### config.mk
export PLATFORM = sky130hd
export DESIGN_NAME = thick_line_raster_flat
export DESIGN_NICKNAME = d
export VERILOG_FILES = /design/src/design/tlr_pkg.sv /design/src/design/tlr_cmd_if.sv /design/src/design/tlr_pix_if.sv /design/src/design/tlr_walk.sv /design/src/design/thick_line_raster.sv /design/src/flat_wrapper.sv
export VERILOG_INCLUDE_DIRS = /design/src /design/src/design
export SDC_FILE = /design/constraint.sdc
export NUM_CORES = 2
export LEC_CHECK = 0
export BUFFER_PORTS_ARGS = -buffer_cell sky130_fd_sc_hd__buf_2
export CAP_MARGIN = 20
export CORE_MARGIN = 5
export CORE_UTILIZATION = 50
export DETAILED_ROUTE_END_ITERATION = 10
export PLACE_DENSITY = 0.68
export SLEW_MARGIN = 15
export SYNTH_ARGS = -nofsm -noshare
export SYNTH_HDL_FRONTEND = slang
export SYNTH_SLANG_ARGS = --single-unit
export TNS_END_PERCENT = 10
### constraint.sdc
create_clock -name clk -period 8.62 [get_ports clk]
set_clock_uncertainty 0.2 [all_clocks]
set_input_delay 0 -clock clk [delete_from_list [all_inputs] [get_ports clk]]
set_output_delay 0 -clock clk [all_outputs]
set_load 0.1 [all_outputs]
### src/design/thick_line_raster_macros.svh
// Assertion macros shared by the thick line raster design.
// Each macro expects clk and rst_n to be visible where it is used.
`ifndef THICK_LINE_RASTER_MACROS_SVH
`define THICK_LINE_RASTER_MACROS_SVH

// The consequent must hold in the same cycle as the antecedent.
`define TLR_ASSERT_SAME(label, ante, cons) \
    label: assert property (@(posedge clk) disable iff (!rst_n) (ante) |-> (cons)) \
        else $error("thick_line_raster: same-cycle check failed");

// The consequent must hold in the cycle after the antecedent.
`define TLR_ASSERT_NEXT(label, ante, cons) \
    label: assert property (@(posedge clk) disable iff (!rst_n) (ante) |=> (cons)) \
        else $error("thick_line_raster: next-cycle check failed");

`endif

### src/design/tlr_pkg.sv
// Package for the thick line raster: command codes, register indexes and shared types.
// Depends on nothing; used by the interfaces, the walker and the top level.
`default_nettype none

package tlr_pkg;

    localparam int COLOR_W     = 32;
    localparam int CFG_INDEX_W = 2;
    localparam int CFG_DATA_W  = 30;
    localparam int BASE_W      = 30;
    localparam int PITCH_W     = 16;
    localparam int SCREEN_W    = 13;
    localparam int ADDR_W      = 32;

    typedef enum logic
    {
        OP_START = 1'b0,
        OP_STEP  = 1'b1
    } op_t;

    typedef enum logic [CFG_INDEX_W-1:0]
    {
        CFG_FRAME_BASE    = 2'd0,
        CFG_LINE_PITCH    = 2'd1,
        CFG_SCREEN_WIDTH  = 2'd2,
        CFG_SCREEN_HEIGHT = 2'd3
    } cfg_reg_t;

    localparam logic [BASE_W-1:0]   FRAME_BASE_RST    = 30'd0;
    localparam logic [PITCH_W-1:0]  LINE_PITCH_RST    = 16'd4096;
    localparam logic [SCREEN_W-1:0] SCREEN_WIDTH_RST  = 13'd1024;
    localparam logic [SCREEN_W-1:0] SCREEN_HEIGHT_RST = 13'd768;

    typedef struct packed
    {
        logic valid;
        logic off;
        logic last;
    } pix_flags_t;

endpackage

`default_nettype wire

### src/design/tlr_cmd_if.sv
// Command channel of the thick line raster: valid/ready handshake with line fields.
// Depends on tlr_pkg for the colour width.
`default_nettype none

interface tlr_cmd_if
    import tlr_pkg::*;
#(
    parameter int COORD_BITS = 12,
    parameter int THICK_BITS = 6
);
    logic                   valid;
    logic                   ready;
    logic                   opcode;
    logic [COORD_BITS-1:0]  x_start;
    logic [COORD_BITS-1:0]  y_start;
    logic [COORD_BITS-1:0]  x_end;
    logic [COORD_BITS-1:0]  y_end;
    logic [COLOR_W-1:0]     color;
    logic [THICK_BITS-1:0]  thickness;

    modport source (output valid, opcode, x_start, y_start, x_end, y_end, color, thickness,
                    input ready);
    modport sink (input valid, opcode, x_start, y_start, x_end, y_end, color, thickness,
                  output ready);
endinterface

`default_nettype wire

### src/design/tlr_pix_if.sv
// Pixel channel of the thick line raster: valid/ready handshake with one pixel per transfer.
// Depends on tlr_pkg for the colour and address widths.
`default_nettype none

interface tlr_pix_if
    import tlr_pkg::*;
#(
    parameter int COORD_BITS = 12
);
    logic                         valid;
    logic                         ready;
    logic signed [COORD_BITS:0]   pixel_x;
    logic signed [COORD_BITS:0]   pixel_y;
    logic [COLOR_W-1:0]           pixel_color;
    logic [ADDR_W-1:0]            byte_address;
    logic                         off_screen;
    logic                         last_pixel;

    modport source (output valid, pixel_x, pixel_y, pixel_color, byte_address, off_screen,
                    last_pixel, input ready);
    modport sink (input valid, pixel_x, pixel_y, pixel_color, byte_address, off_screen,
                  last_pixel, output ready);
endinterface

`default_nettype wire

### src/design/tlr_walk.sv
// Line walker: holds the line state and advances the error walk by one pixel per step.
// Depends on tlr_pkg for the command codes and the pixel flag struct.
`default_nettype none

module tlr_walk
    import tlr_pkg::*;
#(
    parameter int COORD_BITS = 12,
    parameter int THICK_BITS = 6
)
(
    input  wire logic                         clk,
    input  wire logic                         rst_n,
    input  wire logic                         take,
    input  wire logic                         opcode,
    input  wire logic [COORD_BITS-1:0]        x_start,
    input  wire logic [COORD_BITS-1:0]        y_start,
    input  wire logic [COORD_BITS-1:0]        x_end,
    input  wire logic [COORD_BITS-1:0]        y_end,
    input  wire logic [COLOR_W-1:0]           color,
    input  wire logic [THICK_BITS-1:0]        thickness,
    input  wire logic [SCREEN_W-1:0]          screen_width,
    input  wire logic [SCREEN_W-1:0]          screen_height,
    output logic signed [COORD_BITS:0]        pix_x,
    output logic signed [COORD_BITS:0]        pix_y,
    output logic [COLOR_W-1:0]                pix_color,
    output pix_flags_t                        flags,
    output logic                              busy
);

    localparam int PW    = COORD_BITS + 1;
    localparam int EW    = COORD_BITS + 2;
    localparam int CMP_W = (PW > SCREEN_W) ? PW : SCREEN_W;

    logic                    busy_reg, busy_next;
    logic signed [PW-1:0]    cursor_x_reg, cursor_x_next;
    logic signed [PW-1:0]    cursor_y_reg, cursor_y_next;
    logic signed [PW-1:0]    target_x_reg, target_x_next;
    logic signed [PW-1:0]    target_y_reg, target_y_next;
    logic [COORD_BITS-1:0]   x1_reg, x1_next;
    logic [COORD_BITS-1:0]   y1_reg, y1_next;
    logic [COORD_BITS-1:0]   x2_reg, x2_next;
    logic [COORD_BITS-1:0]   y2_reg, y2_next;
    logic [COORD_BITS-1:0]   delta_x_reg, delta_x_next;
    logic [COORD_BITS-1:0]   delta_y_reg, delta_y_next;
    logic [1:0]              step_signs_reg, step_signs_next;
    logic                    major_is_x_reg, major_is_x_next;
    logic signed [EW-1:0]    error_reg, error_next;
    logic [THICK_BITS-1:0]   pass_index_reg, pass_index_next;
    logic [THICK_BITS-1:0]   pass_count_reg, pass_count_next;
    logic [COLOR_W-1:0]      color_reg, color_next;

    logic                    at_end;
    logic                    final_pass;
    logic                    is_step;
    logic signed [EW:0]      e2;
    logic signed [EW:0]      dx_ext;
    logic signed [EW:0]      dy_ext;
    logic                    move_x;
    logic                    move_y;
    logic [THICK_BITS-1:0]   pass_inc;
    logic [COORD_BITS-1:0]   in_dx;
    logic [COORD_BITS-1:0]   in_dy;

    assign is_step    = (opcode == OP_STEP);
    assign at_end     = (cursor_x_reg == target_x_reg) && (cursor_y_reg == target_y_reg);
    assign final_pass = ((THICK_BITS + 1)'(pass_index_reg) + 1'b1)
                        >= (THICK_BITS + 1)'(pass_count_reg);
    assign pass_inc   = pass_index_reg + 1'b1;
    assign e2         = {error_reg, 1'b0};
    assign dx_ext     = signed'((EW + 1)'(delta_x_reg));
    assign dy_ext     = signed'((EW + 1)'(delta_y_reg));
    assign move_x     = e2 > -dy_ext;
    assign move_y     = e2 < dx_ext;
    assign in_dx      = (x_end > x_start) ? x_end - x_start : x_start - x_end;
    assign in_dy      = (y_end > y_start) ? y_end - y_start : y_start - y_end;

    assign pix_x       = cursor_x_reg;
    assign pix_y       = cursor_y_reg;
    assign pix_color   = color_reg;
    assign busy        = busy_reg;
    assign flags.valid = take && is_step && busy_reg;
    assign flags.off   = cursor_x_reg[PW-1] || cursor_y_reg[PW-1]
                         || (CMP_W'($unsigned(cursor_x_reg)) >= CMP_W'(screen_width))
                         || (CMP_W'($unsigned(cursor_y_reg)) >= CMP_W'(screen_height));
    assign flags.last  = at_end && final_pass;

    always_comb
    begin
        busy_next       = busy_reg;
        cursor_x_next   = cursor_x_reg;
        cursor_y_next   = cursor_y_reg;
        target_x_next   = target_x_reg;
        target_y_next   = target_y_reg;
        x1_next         = x1_reg;
        y1_next         = y1_reg;
        x2_next         = x2_reg;
        y2_next         = y2_reg;
        delta_x_next    = delta_x_reg;
        delta_y_next    = delta_y_reg;
        step_signs_next = step_signs_reg;
        major_is_x_next = major_is_x_reg;
        error_next      = error_reg;
        pass_index_next = pass_index_reg;
        pass_count_next = pass_count_reg;
        color_next      = color_reg;

        if (take && !is_step)
        begin
            x1_next         = x_start;
            y1_next         = y_start;
            x2_next         = x_end;
            y2_next         = y_end;
            delta_x_next    = in_dx;
            delta_y_next    = in_dy;
            step_signs_next = {y_start < y_end, x_start < x_end};
            major_is_x_next = in_dx > in_dy;
            color_next      = color;
            pass_count_next = thickness;
            pass_index_next = '0;
            busy_next       = (thickness != '0);
            cursor_x_next   = signed'(PW'(x_start));
            cursor_y_next   = signed'(PW'(y_start));
            target_x_next   = signed'(PW'(x_end));
            target_y_next   = signed'(PW'(y_end));
            error_next      = signed'(EW'(in_dx)) - signed'(EW'(in_dy));
        end
        else if (flags.valid)
        begin
            if (at_end)
            begin
                if (final_pass)
                begin
                    busy_next = 1'b0;
                end
                else
                begin
                    pass_index_next = pass_inc;
                    cursor_x_next   = signed'(PW'(x1_reg));
                    cursor_y_next   = signed'(PW'(y1_reg));
                    target_x_next   = signed'(PW'(x2_reg));
                    target_y_next   = signed'(PW'(y2_reg));
                    if (major_is_x_reg)
                    begin
                        cursor_y_next = signed'(PW'(y1_reg)) - signed'(PW'(pass_inc));
                        target_y_next = signed'(PW'(y2_reg)) - signed'(PW'(pass_inc));
                    end
                    else
                    begin
                        cursor_x_next = signed'(PW'(x1_reg)) - signed'(PW'(pass_inc));
                        target_x_next = signed'(PW'(x2_reg)) - signed'(PW'(pass_inc));
                    end
                    error_next = signed'(EW'(delta_x_reg)) - signed'(EW'(delta_y_reg));
                end
            end
            else
            begin
                if (move_x)
                begin
                    cursor_x_next = step_signs_reg[0] ? cursor_x_reg + signed'(PW'(1))
                                                      : cursor_x_reg - signed'(PW'(1));
                end
                if (move_y)
                begin
                    cursor_y_next = step_signs_reg[1] ? cursor_y_reg + signed'(PW'(1))
                                                      : cursor_y_reg - signed'(PW'(1));
                end
                error_next = error_reg
                             - (move_x ? signed'(EW'(delta_y_reg)) : EW'(0))
                             + (move_y ? signed'(EW'(delta_x_reg)) : EW'(0));
            end
        end
    end

    always_ff @(posedge clk or negedge rst_n)
    begin
        if (!rst_n)
        begin
            busy_reg       <= 1'b0;
            cursor_x_reg   <= '0;
            cursor_y_reg   <= '0;
            target_x_reg   <= '0;
            target_y_reg   <= '0;
            x1_reg         <= '0;
            y1_reg         <= '0;
            x2_reg         <= '0;
            y2_reg         <= '0;
            delta_x_reg    <= '0;
            delta_y_reg    <= '0;
            step_signs_reg <= '0;
            major_is_x_reg <= 1'b0;
            error_reg      <= '0;
            pass_index_reg <= '0;
            pass_count_reg <= '0;
            color_reg      <= '0;
        end
        else
        begin
            busy_reg       <= busy_next;
            cursor_x_reg   <= cursor_x_next;
            cursor_y_reg   <= cursor_y_next;
            target_x_reg   <= target_x_next;
            target_y_reg   <= target_y_next;
            x1_reg         <= x1_next;
            y1_reg         <= y1_next;
            x2_reg         <= x2_next;
            y2_reg         <= y2_next;
            delta_x_reg    <= delta_x_next;
            delta_y_reg    <= delta_y_next;
            step_signs_reg <= step_signs_next;
            major_is_x_reg <= major_is_x_next;
            error_reg      <= error_next;
            pass_index_reg <= pass_index_next;
            pass_count_reg <= pass_count_next;
            color_reg      <= color_next;
        end
    end

endmodule

`default_nettype wire

### src/design/thick_line_raster.sv
// Thick line raster top level: configuration registers, pixel register and address stage.
// Depends on tlr_pkg, tlr_cmd_if, tlr_pix_if, tlr_walk and thick_line_raster_macros.svh.
// A step's pixel is held in the pixel register, then in the address stage's output register.
// Throughput: one command transfer per cycle unless pix.ready stalls; the walker advances once per step.
// The address stage holds one multiply and the adds for base and column.
// Reset clears the line state and all valid flags; configuration registers return to their defaults.
`default_nettype none
`include "thick_line_raster_macros.svh"

module thick_line_raster
    import tlr_pkg::*;
#(
    parameter int COORD_BITS = 12,
    parameter int THICK_BITS = 6
)
(
    input  wire logic                    clk,
    input  wire logic                    rst_n,
    tlr_cmd_if.sink                      cmd,
    tlr_pix_if.source                    pix,
    input  wire logic                    cfg_we,
    input  wire logic [CFG_INDEX_W-1:0]  cfg_index,
    input  wire logic [CFG_DATA_W-1:0]   cfg_data
);

    localparam int PW = COORD_BITS + 1;

    logic [BASE_W-1:0]       frame_base_reg;
    logic [PITCH_W-1:0]      line_pitch_reg;
    logic [SCREEN_W-1:0]     screen_width_reg;
    logic [SCREEN_W-1:0]     screen_height_reg;

    logic                    s1_valid_reg, s1_valid_next;
    logic signed [PW-1:0]    s1_x_reg;
    logic signed [PW-1:0]    s1_y_reg;
    logic [COLOR_W-1:0]      s1_color_reg;
    logic                    s1_off_reg;
    logic                    s1_last_reg;

    logic                    out_valid_reg, out_valid_next;
    logic signed [PW-1:0]    out_x_reg;
    logic signed [PW-1:0]    out_y_reg;
    logic [COLOR_W-1:0]      out_color_reg;
    logic [ADDR_W-1:0]       out_addr_reg;
    logic                    out_off_reg;
    logic                    out_last_reg;

    logic                    accept;
    logic                    s2_load;
    logic                    busy;
    pix_flags_t              flags;
    logic signed [PW-1:0]    walk_x;
    logic signed [PW-1:0]    walk_y;
    logic [COLOR_W-1:0]      walk_color;
    logic [COORD_BITS+PITCH_W-1:0] row_offset;
    logic [ADDR_W-1:0]       pixel_addr;

    assign s2_load   = s1_valid_reg && (!out_valid_reg || pix.ready);
    assign cmd.ready = !s1_valid_reg || s2_load;
    assign accept    = cmd.valid && cmd.ready;

    tlr_walk #(
        .COORD_BITS (COORD_BITS),
        .THICK_BITS (THICK_BITS)
    ) u_walk (
        .clk           (clk),
        .rst_n         (rst_n),
        .take          (accept),
        .opcode        (cmd.opcode),
        .x_start       (cmd.x_start),
        .y_start       (cmd.y_start),
        .x_end         (cmd.x_end),
        .y_end         (cmd.y_end),
        .color         (cmd.color),
        .thickness     (cmd.thickness),
        .screen_width  (screen_width_reg),
        .screen_height (screen_height_reg),
        .pix_x         (walk_x),
        .pix_y         (walk_y),
        .pix_color     (walk_color),
        .flags         (flags),
        .busy          (busy)
    );

    always_ff @(posedge clk or negedge rst_n)
    begin
        if (!rst_n)
        begin
            frame_base_reg    <= FRAME_BASE_RST;
            line_pitch_reg    <= LINE_PITCH_RST;
            screen_width_reg  <= SCREEN_WIDTH_RST;
            screen_height_reg <= SCREEN_HEIGHT_RST;
        end
        else if (cfg_we)
        begin
            unique case (cfg_reg_t'(cfg_index))
                CFG_FRAME_BASE:    frame_base_reg    <= cfg_data[BASE_W-1:0];
                CFG_LINE_PITCH:    line_pitch_reg    <= cfg_data[PITCH_W-1:0];
                CFG_SCREEN_WIDTH:  screen_width_reg  <= cfg_data[SCREEN_W-1:0];
                CFG_SCREEN_HEIGHT: screen_height_reg <= cfg_data[SCREEN_W-1:0];
                default:           frame_base_reg    <= frame_base_reg;
            endcase
        end
    end

    always_comb
    begin
        s1_valid_next = s1_valid_reg;
        if (accept)
        begin
            s1_valid_next = flags.valid;
        end
        else if (s2_load)
        begin
            s1_valid_next = 1'b0;
        end
    end

    always_comb
    begin
        out_valid_next = out_valid_reg;
        if (s2_load)
        begin
            out_valid_next = 1'b1;
        end
        else if (pix.ready)
        begin
            out_valid_next = 1'b0;
        end
    end

    always_ff @(posedge clk or negedge rst_n)
    begin
        if (!rst_n)
        begin
            s1_valid_reg  <= 1'b0;
            out_valid_reg <= 1'b0;
        end
        else
        begin
            s1_valid_reg  <= s1_valid_next;
            out_valid_reg <= out_valid_next;
        end
    end

    always_ff @(posedge clk)
    begin
        if (accept && flags.valid)
        begin
            s1_x_reg     <= walk_x;
            s1_y_reg     <= walk_y;
            s1_color_reg <= walk_color;
            s1_off_reg   <= flags.off;
            s1_last_reg  <= flags.last;
        end
    end

    assign row_offset = s1_y_reg[COORD_BITS-1:0] * line_pitch_reg;
    assign pixel_addr = s1_off_reg ? '0
                        : ADDR_W'(frame_base_reg) + ADDR_W'(row_offset)
                          + ADDR_W'({s1_x_reg[COORD_BITS-1:0], 2'b00});

    always_ff @(posedge clk)
    begin
        if (s2_load)
        begin
            out_x_reg     <= s1_x_reg;
            out_y_reg     <= s1_y_reg;
            out_color_reg <= s1_color_reg;
            out_addr_reg  <= pixel_addr;
            out_off_reg   <= s1_off_reg;
            out_last_reg  <= s1_last_reg;
        end
    end

    assign pix.valid        = out_valid_reg;
    assign pix.pixel_x      = out_x_reg;
    assign pix.pixel_y      = out_y_reg;
    assign pix.pixel_color  = out_color_reg;
    assign pix.byte_address = out_addr_reg;
    assign pix.off_screen   = out_off_reg;
    assign pix.last_pixel   = out_last_reg;

    `TLR_ASSERT_SAME(a_off_addr_zero, pix.valid && pix.off_screen, pix.byte_address == '0)
    `TLR_ASSERT_NEXT(a_last_idles, accept && flags.valid && flags.last, !busy)
    `TLR_ASSERT_SAME(a_ready_when_free, !s1_valid_reg, cmd.ready)

endmodule

`default_nettype wire
### src/flat_wrapper.sv
// flat-port wrapper written by rule: the top's interface ports become plain ports
module thick_line_raster_flat import tlr_pkg::*;
#(
    parameter int COORD_BITS = 12,
    parameter int THICK_BITS = 6
)
  (clk, rst_n, cfg_we, cfg_index, cfg_data, cmd_valid, cmd_opcode, cmd_x_start, cmd_y_start, cmd_x_end, cmd_y_end, cmd_color, cmd_thickness, cmd_ready, pix_valid, pix_pixel_x, pix_pixel_y, pix_pixel_color, pix_byte_address, pix_off_screen, pix_last_pixel, pix_ready);
  tlr_cmd_if #(.COORD_BITS(COORD_BITS), .THICK_BITS(THICK_BITS)) cmd_i ();
  tlr_pix_if #(.COORD_BITS(COORD_BITS)) pix_i ();
  input  wire logic clk;
  input  wire logic rst_n;
  input  wire logic cfg_we;
  input  wire logic [CFG_INDEX_W-1:0] cfg_index;
  input  wire logic [CFG_DATA_W-1:0] cfg_data;
  input wire logic [$bits(cmd_i.valid)-1:0] cmd_valid;
  input wire logic [$bits(cmd_i.opcode)-1:0] cmd_opcode;
  input wire logic [$bits(cmd_i.x_start)-1:0] cmd_x_start;
  input wire logic [$bits(cmd_i.y_start)-1:0] cmd_y_start;
  input wire logic [$bits(cmd_i.x_end)-1:0] cmd_x_end;
  input wire logic [$bits(cmd_i.y_end)-1:0] cmd_y_end;
  input wire logic [$bits(cmd_i.color)-1:0] cmd_color;
  input wire logic [$bits(cmd_i.thickness)-1:0] cmd_thickness;
  output wire logic [$bits(cmd_i.ready)-1:0] cmd_ready;
  output wire logic [$bits(pix_i.valid)-1:0] pix_valid;
  output wire logic [$bits(pix_i.pixel_x)-1:0] pix_pixel_x;
  output wire logic [$bits(pix_i.pixel_y)-1:0] pix_pixel_y;
  output wire logic [$bits(pix_i.pixel_color)-1:0] pix_pixel_color;
  output wire logic [$bits(pix_i.byte_address)-1:0] pix_byte_address;
  output wire logic [$bits(pix_i.off_screen)-1:0] pix_off_screen;
  output wire logic [$bits(pix_i.last_pixel)-1:0] pix_last_pixel;
  input wire logic [$bits(pix_i.ready)-1:0] pix_ready;
  assign cmd_i.valid = cmd_valid;
  assign cmd_i.opcode = cmd_opcode;
  assign cmd_i.x_start = cmd_x_start;
  assign cmd_i.y_start = cmd_y_start;
  assign cmd_i.x_end = cmd_x_end;
  assign cmd_i.y_end = cmd_y_end;
  assign cmd_i.color = cmd_color;
  assign cmd_i.thickness = cmd_thickness;
  assign cmd_ready = cmd_i.ready;
  assign pix_valid = pix_i.valid;
  assign pix_pixel_x = pix_i.pixel_x;
  assign pix_pixel_y = pix_i.pixel_y;
  assign pix_pixel_color = pix_i.pixel_color;
  assign pix_byte_address = pix_i.byte_address;
  assign pix_off_screen = pix_i.off_screen;
  assign pix_last_pixel = pix_i.last_pixel;
  assign pix_i.ready = pix_ready;
  thick_line_raster #(.COORD_BITS(COORD_BITS), .THICK_BITS(THICK_BITS)) u_core (.clk(clk), .rst_n(rst_n), .cmd(cmd_i), .pix(pix_i), .cfg_we(cfg_we), .cfg_index(cfg_index), .cfg_data(cfg_data));
endmodule
# Word-level counts from Yosys, hierarchy flattened
# Cells that the tools add are included.
dict set report totals {
  input_bits 124
  output_inout_bits 94
  ff_bits 412
  word_cells 151
}
dict set report op_classes {
  magnitude_cmp 10
  multipliers 1
  reduce_logical 34
  muxes 44
  addsub 21
  n_eq_ne 7
}
# operator count
set op_table {}
lappend op_table {{2-to-1 mux 13 bit} 24}
lappend op_table {{2-to-1 mux 14 bit} 4}
lappend op_table {{subtractor 12 x 6 -> 13 bit} 4}
lappend op_table {{2-to-1 mux 12 bit} 4}
lappend op_table {{subtractor 12 bit} 4}
lappend op_table {{greater-than comparator 12 bit} 3}
lappend op_table {{adder 32 x 14 -> 32 bit} 1}
lappend op_table {{adder 30 x 28 -> 31 bit} 1}
lappend op_table {{multiplier 12 x 16 -> 28 bit} 1}
lappend op_table {{adder 13 x 2 -> 13 bit (second input constant)} 2}
lappend op_table {{== test 13 bit} 2}
lappend op_table {{greater-or-equal comparator 13 bit} 2}
lappend op_table {{subtractor 12 x 12 -> 13 bit} 2}
lappend op_table {{subtractor 13 x 2 -> 13 bit (second input constant)} 2}
lappend op_table {{less-than comparator 12 bit} 2}
lappend op_table {{2-to-1 mux 6 bit} 4}
lappend op_table {{greater-than comparator 15 bit} 1}
lappend op_table {{less-than comparator 15 x 13 -> 1 bit} 1}
lappend op_table {{negator 12 -> 15 bit} 1}
lappend op_table {{adder 14 x 13 -> 14 bit} 1}
lappend op_table {{subtractor 14 x 13 -> 14 bit} 1}
lappend op_table {{AND reduction 3 bit} 4}
lappend op_table {{AND reduction 2 bit} 5}
lappend op_table {{nonzero test 2 bit} 5}
lappend op_table {{14 further kinds} 36}

# Depth between registers and ports, before layout
dict set report depth {
  depth_word 9
  ltp_mapped 28
  depth_no_buf 27
}

# By module
# Synthesis repeated with hierarchy kept, for this count alone.
dict set report hier_totals {
  hier_cells 3224
  area_unflattened_um2 31465.2
}
# mod seq_area_each_um2 n_inst cells_per_inst area_each_um2
set by_module_without_submodules {}
lappend by_module_without_submodules {tlr_walk 4654.5 1 1997 16400.7}
lappend by_module_without_submodules {thick_line_raster 6421.2 1 1227 15064.4}

# Least setup slack after synthesis
# Ideal clock, no wire load.
dict set report synth_timing {
  kind {flip-flop to flip-flop}
  start {register u_core.line_pitch_reg[12]}
  end {register u_core.out_addr_reg[27], in the netlist u_core.pix.byte_address[27], data pin}
  t_arrival_ps 6517
  period_less_slack_ps 6983
  required_time_ps 8154
  setup_ps 266
  path_slack_ps 1637
  path_buffers 3
  stages_incl_launch_ff 24
  path_cell_list {dfstp_2 clkbuf_1 nand2_1 fa_1 inv_1 fa_1 fa_1 fa_1 inv_1 fa_1 inv_1 ha_1 buf_6 a211oi_4 nand2_2 a2111oi_4 a21boi_1 xnor2_1 or4b_4 or4_4 buf_6 nor4_4 xnor2_1 nor2_1}
}
dict set report synth_via {
  elab_chain_len 3
}
# item line
set synth_rtl {}
lappend synth_rtl {{start, declared} thick_line_raster.sv:29} ;# logic [PITCH_W-1:0] line_pitch_reg;
lappend synth_rtl {{start signal, assigned} thick_line_raster.sv:98} ;# CFG_LINE_PITCH: line_pitch_reg <= cfg_data[PITCH_W-1:0];
lappend synth_rtl {{multiplier 12 x 16 -> 28 bit} thick_line_raster.sv:158} ;# assign row_offset = s1_y_reg[COORD_BITS-1:0] * line_pitch_reg;
lappend synth_rtl {{adder 30 x 28 -> 31 bit} thick_line_raster.sv:160} ;# : ADDR_W'(frame_base_reg) + ADDR_W'(row_offset)
lappend synth_rtl {{adder 32 x 14 -> 32 bit} thick_line_raster.sv:161} ;# + ADDR_W'({s1_x_reg[COORD_BITS-1:0], 2'b00});
lappend synth_rtl {{end signal, assigned} thick_line_raster.sv:170} ;# out_addr_reg <= pixel_addr;
lappend synth_rtl {{end, declared} thick_line_raster.sv:44} ;# logic [ADDR_W-1:0] out_addr_reg;
# Every way passes these cells.
# A chain may end at the register's enable or synchronous reset.

# Final worst setup path
dict set report layout_timing {
  start {register u_core.s1_y_reg[2]}
  end {register u_core.out_addr_reg[25], in the netlist u_core.pix.byte_address[25], data pin}
}
dict set report layout_via {
  elab_chain_len 3
}
# item line
set layout_rtl {}
lappend layout_rtl {{start, declared} thick_line_raster.sv:35} ;# logic signed [PW-1:0] s1_y_reg;
lappend layout_rtl {{start signal, assigned} thick_line_raster.sv:151} ;# s1_y_reg <= walk_y;
lappend layout_rtl {{multiplier 12 x 16 -> 28 bit} thick_line_raster.sv:158}
lappend layout_rtl {{adder 30 x 28 -> 31 bit} thick_line_raster.sv:160}
lappend layout_rtl {{adder 32 x 14 -> 32 bit} thick_line_raster.sv:161}
# Every way passes these cells.

==> results.sh <==
export IMPL_start_util=0.504
export IMPL_timing_max_cap_violations=0
export IMPL_antenna_left=0
export IMPL_gp_congestion=0.912
export IMPL_startpoint_type="register"
export IMPL_slew_violations=0
export IMPL_die_h_um=262
export IMPL_fp_row_count=92
export IMPL_dp_hpwl_um=63000
export IMPL_crit_fanout=17
export IMPL_cts_sinks=412
export IMPL_grt_start_max_net_pins=145
export IMPL_synth_seq_cells=412
export IMPL_io_buffers=217
export IMPL_async_flop_share=0.631
export IMPL_clk_pin_slew_ps=60
export IMPL_postCtsSetupRepairBufs=0
export IMPL_grt_pass1_vias=25200
export IMPL_first_pass_iters=5
export IMPL_antenna_found_initial=1
export IMPL_synthCells=3348
export IMPL_final_cell_mix="inv_1 (466), nand2_1 (447), ha_1 (276)"
export IMPL_detail_route_vias_per_cell=5.40
export IMPL_cts_tree="yes"
export IMPL_rsz0062_at_grt="no"
export IMPL_period_minus_slack_ps=7640
export IMPL_die_area_um2=68800
export IMPL_place_area_um2=33700
export IMPL_worst_pin_slew_ps=1140
export IMPL_ys_types=86
export IMPL_final_common_cell="inv_1"
export IMPL_pin_count=218
export IMPL_reg2reg_depth=25
export IMPL_drive_gt1_frac=0.115
export IMPL_yosysWarnings=0
export IMPL_die_w_um=262
export IMPL_coreArea_um2=63100
export IMPL_final_nets=4310
export IMPL_syn_to_final_growth_pct=18.1
export IMPL_grt_overflow_total=0
export IMPL_hold_class="in2reg"
export IMPL_via_count=24900
export IMPL_synth_nets=3940
export IMPL_grt_pass1_wl_um=140000
export IMPL_h_tree_depth=2
export IMPL_finalCritPeriodShare=0.886
export IMPL_avgSynthCellArea_um2=9.50
export IMPL_cts_root_buffer="clkbuf_16"
export IMPL_synth_edff_count=152
export IMPL_tns_ps=0
export IMPL_ys_flop_type="dfrtp_1"
export IMPL_fmax_ghz=0.131
export IMPL_place_inst=4313
export IMPL_drtIter0Drc=1674
export IMPL_end_kind="register"
export IMPL_hold_violations=0
export IMPL_wl_per_cell_um=18.8
export IMPL_arrival_ps=7800
export IMPL_relSlewSlack=0.235
export IMPL_criticalPathCategory="reg2reg"
export IMPL_routed_wl_um=86400
export IMPL_clock_path_buffers=3
export IMPL_n_fill_cell=5457
export IMPL_postLayoutCellArea_um2=37600
export IMPL_status="finished clean"
export IMPL_post_cts_resized=0
export IMPL_setup_viol=0
export IMPL_hold_slack_ps=41.4
export IMPL_syn_area_um2=31800
export IMPL_fin_cells=4607
export IMPL_ys_seq_area_frac=0.348
export IMPL_numCtsBuffers=48
export IMPL_regArea_um2=11100
export IMPL_cp_data_required_time_ps=8780
export IMPL_clk_latency_ps=620
export IMPL_multi_input_area_um2=18500
export IMPL_whs_path_depth=4
export IMPL_drcViolationCount=0
export IMPL_grt_use_total=0.249
==> Yosys cell counts, drive strengths merged (41+ instances only) <==
| cell type | number | share of area |
|---|---|---|
| a21o | 69 | 0.016 |
| a21oi | 156 | 0.025 |
| and2 | 111 | 0.022 |
| clkbuf | 99 | 0.012 |
| dfrtp | 256 | 0.20 |
| edfxtp | 152 | 0.14 |
| fa | 192 | 0.12 |
| ha | 276 | 0.11 |
| inv | 467 | 0.055 |
| mux2 | 65 | 0.023 |
| nand2 | 448 | 0.053 |
| nand3 | 41 | 0.0065 |
| nor2 | 151 | 0.018 |
| nor3 | 57 | 0.0093 |
| o21ai | 201 | 0.032 |
| xnor2 | 105 | 0.029 |
| xor2 | 69 | 0.019 |
==> repair_timing <==
action                                 in CTS  in global routing
endpoints found under the hold margin     347                  0
setup endpoints to repair                   0                  0
hold buffers                              200                  0
==> per-layer routing <==
metal	GRT usage	share of wire
met5	0	0
met4	0.0741	0.031
met3	0.0255	0.042
met2	0.426	0.49
met1	0.338	0.44
==> per-stage QoR <==
stage	util	setup slack, ps
floorplan	-	1640
global placement	0.534	1090
detailed placement	0.534	1050
CTS	0.595	1030
global route	0.595	495
finish	0.595	984
==> cells by family after synthesis <==
group           synth area share
fa+ha+maj                  0.229
buf+inv                   0.0703
simple gates               0.144
mux                       0.0343
compound gates             0.126
flops                      0.348
xor+xnor                  0.0479
==> layout make-up <==
class | count | area share
Clock inverter | 31 | 0.0128
Clock buffer | 59 | 0.0355
Inverter | 467 | 0.0467
Timing Repair Buffer | 440 | 0.0883
Tap cell | 846 | 0.0282
Antenna cell | 3 | 0.000200
Multi-Input combinational cell | 2349 | 0.493
Sequential cell | 412 | 0.295
==> critical path, stage by stage (launching register included) <==
cell       delay [ps]
edfxtp_1          640
and2_1            300
fa_1              530
inv_1              50
fa_1              510
inv_1              60
fa_1              470
fa_1              500
inv_1              60
fa_1              530
inv_1              40
ha_1              330
o211ai_1          100
a21oi_1           410
nor2_1            150
xnor2_1           180
ha_1              320
o21ai_0           120
o2bb2ai_1         150
a21oi_1           260
nand4_1           150
a21boi_0          450
nand3_1           350
nor3_1            260
xor2_1            200
nor2_1             60
==> worst paths after layout <==
check	from	end	slack, ps
min in group asynchronous	rst_n	u_core.u_walk.pix_x[8]$_DFFE_PN0P_	360
min reg2reg	u_core.s1_color_reg[9]$_DFFE_PP_	u_core.pix.pixel_color[9]$_DFFE_PP_	220
max in group asynchronous	rst_n	u_core.frame_base_reg[29]$_DFFE_PN0P_	7010
min	cmd_y_start[9]	u_core.u_walk.y1_reg[9]$_DFFE_PN0P_	40
max	u_core.s1_y_reg[2]$_DFFE_PP_	u_core.pix.byte_address[25]$_SDFFCE_PP0P_	980
max reg2reg	u_core.s1_y_reg[2]$_DFFE_PP_	u_core.pix.byte_address[25]$_SDFFCE_PP0P_	980
Power is left out: the tool's default activity adds up to more than one toggle a clock period on the data nets, which glitch-free logic cannot reach.
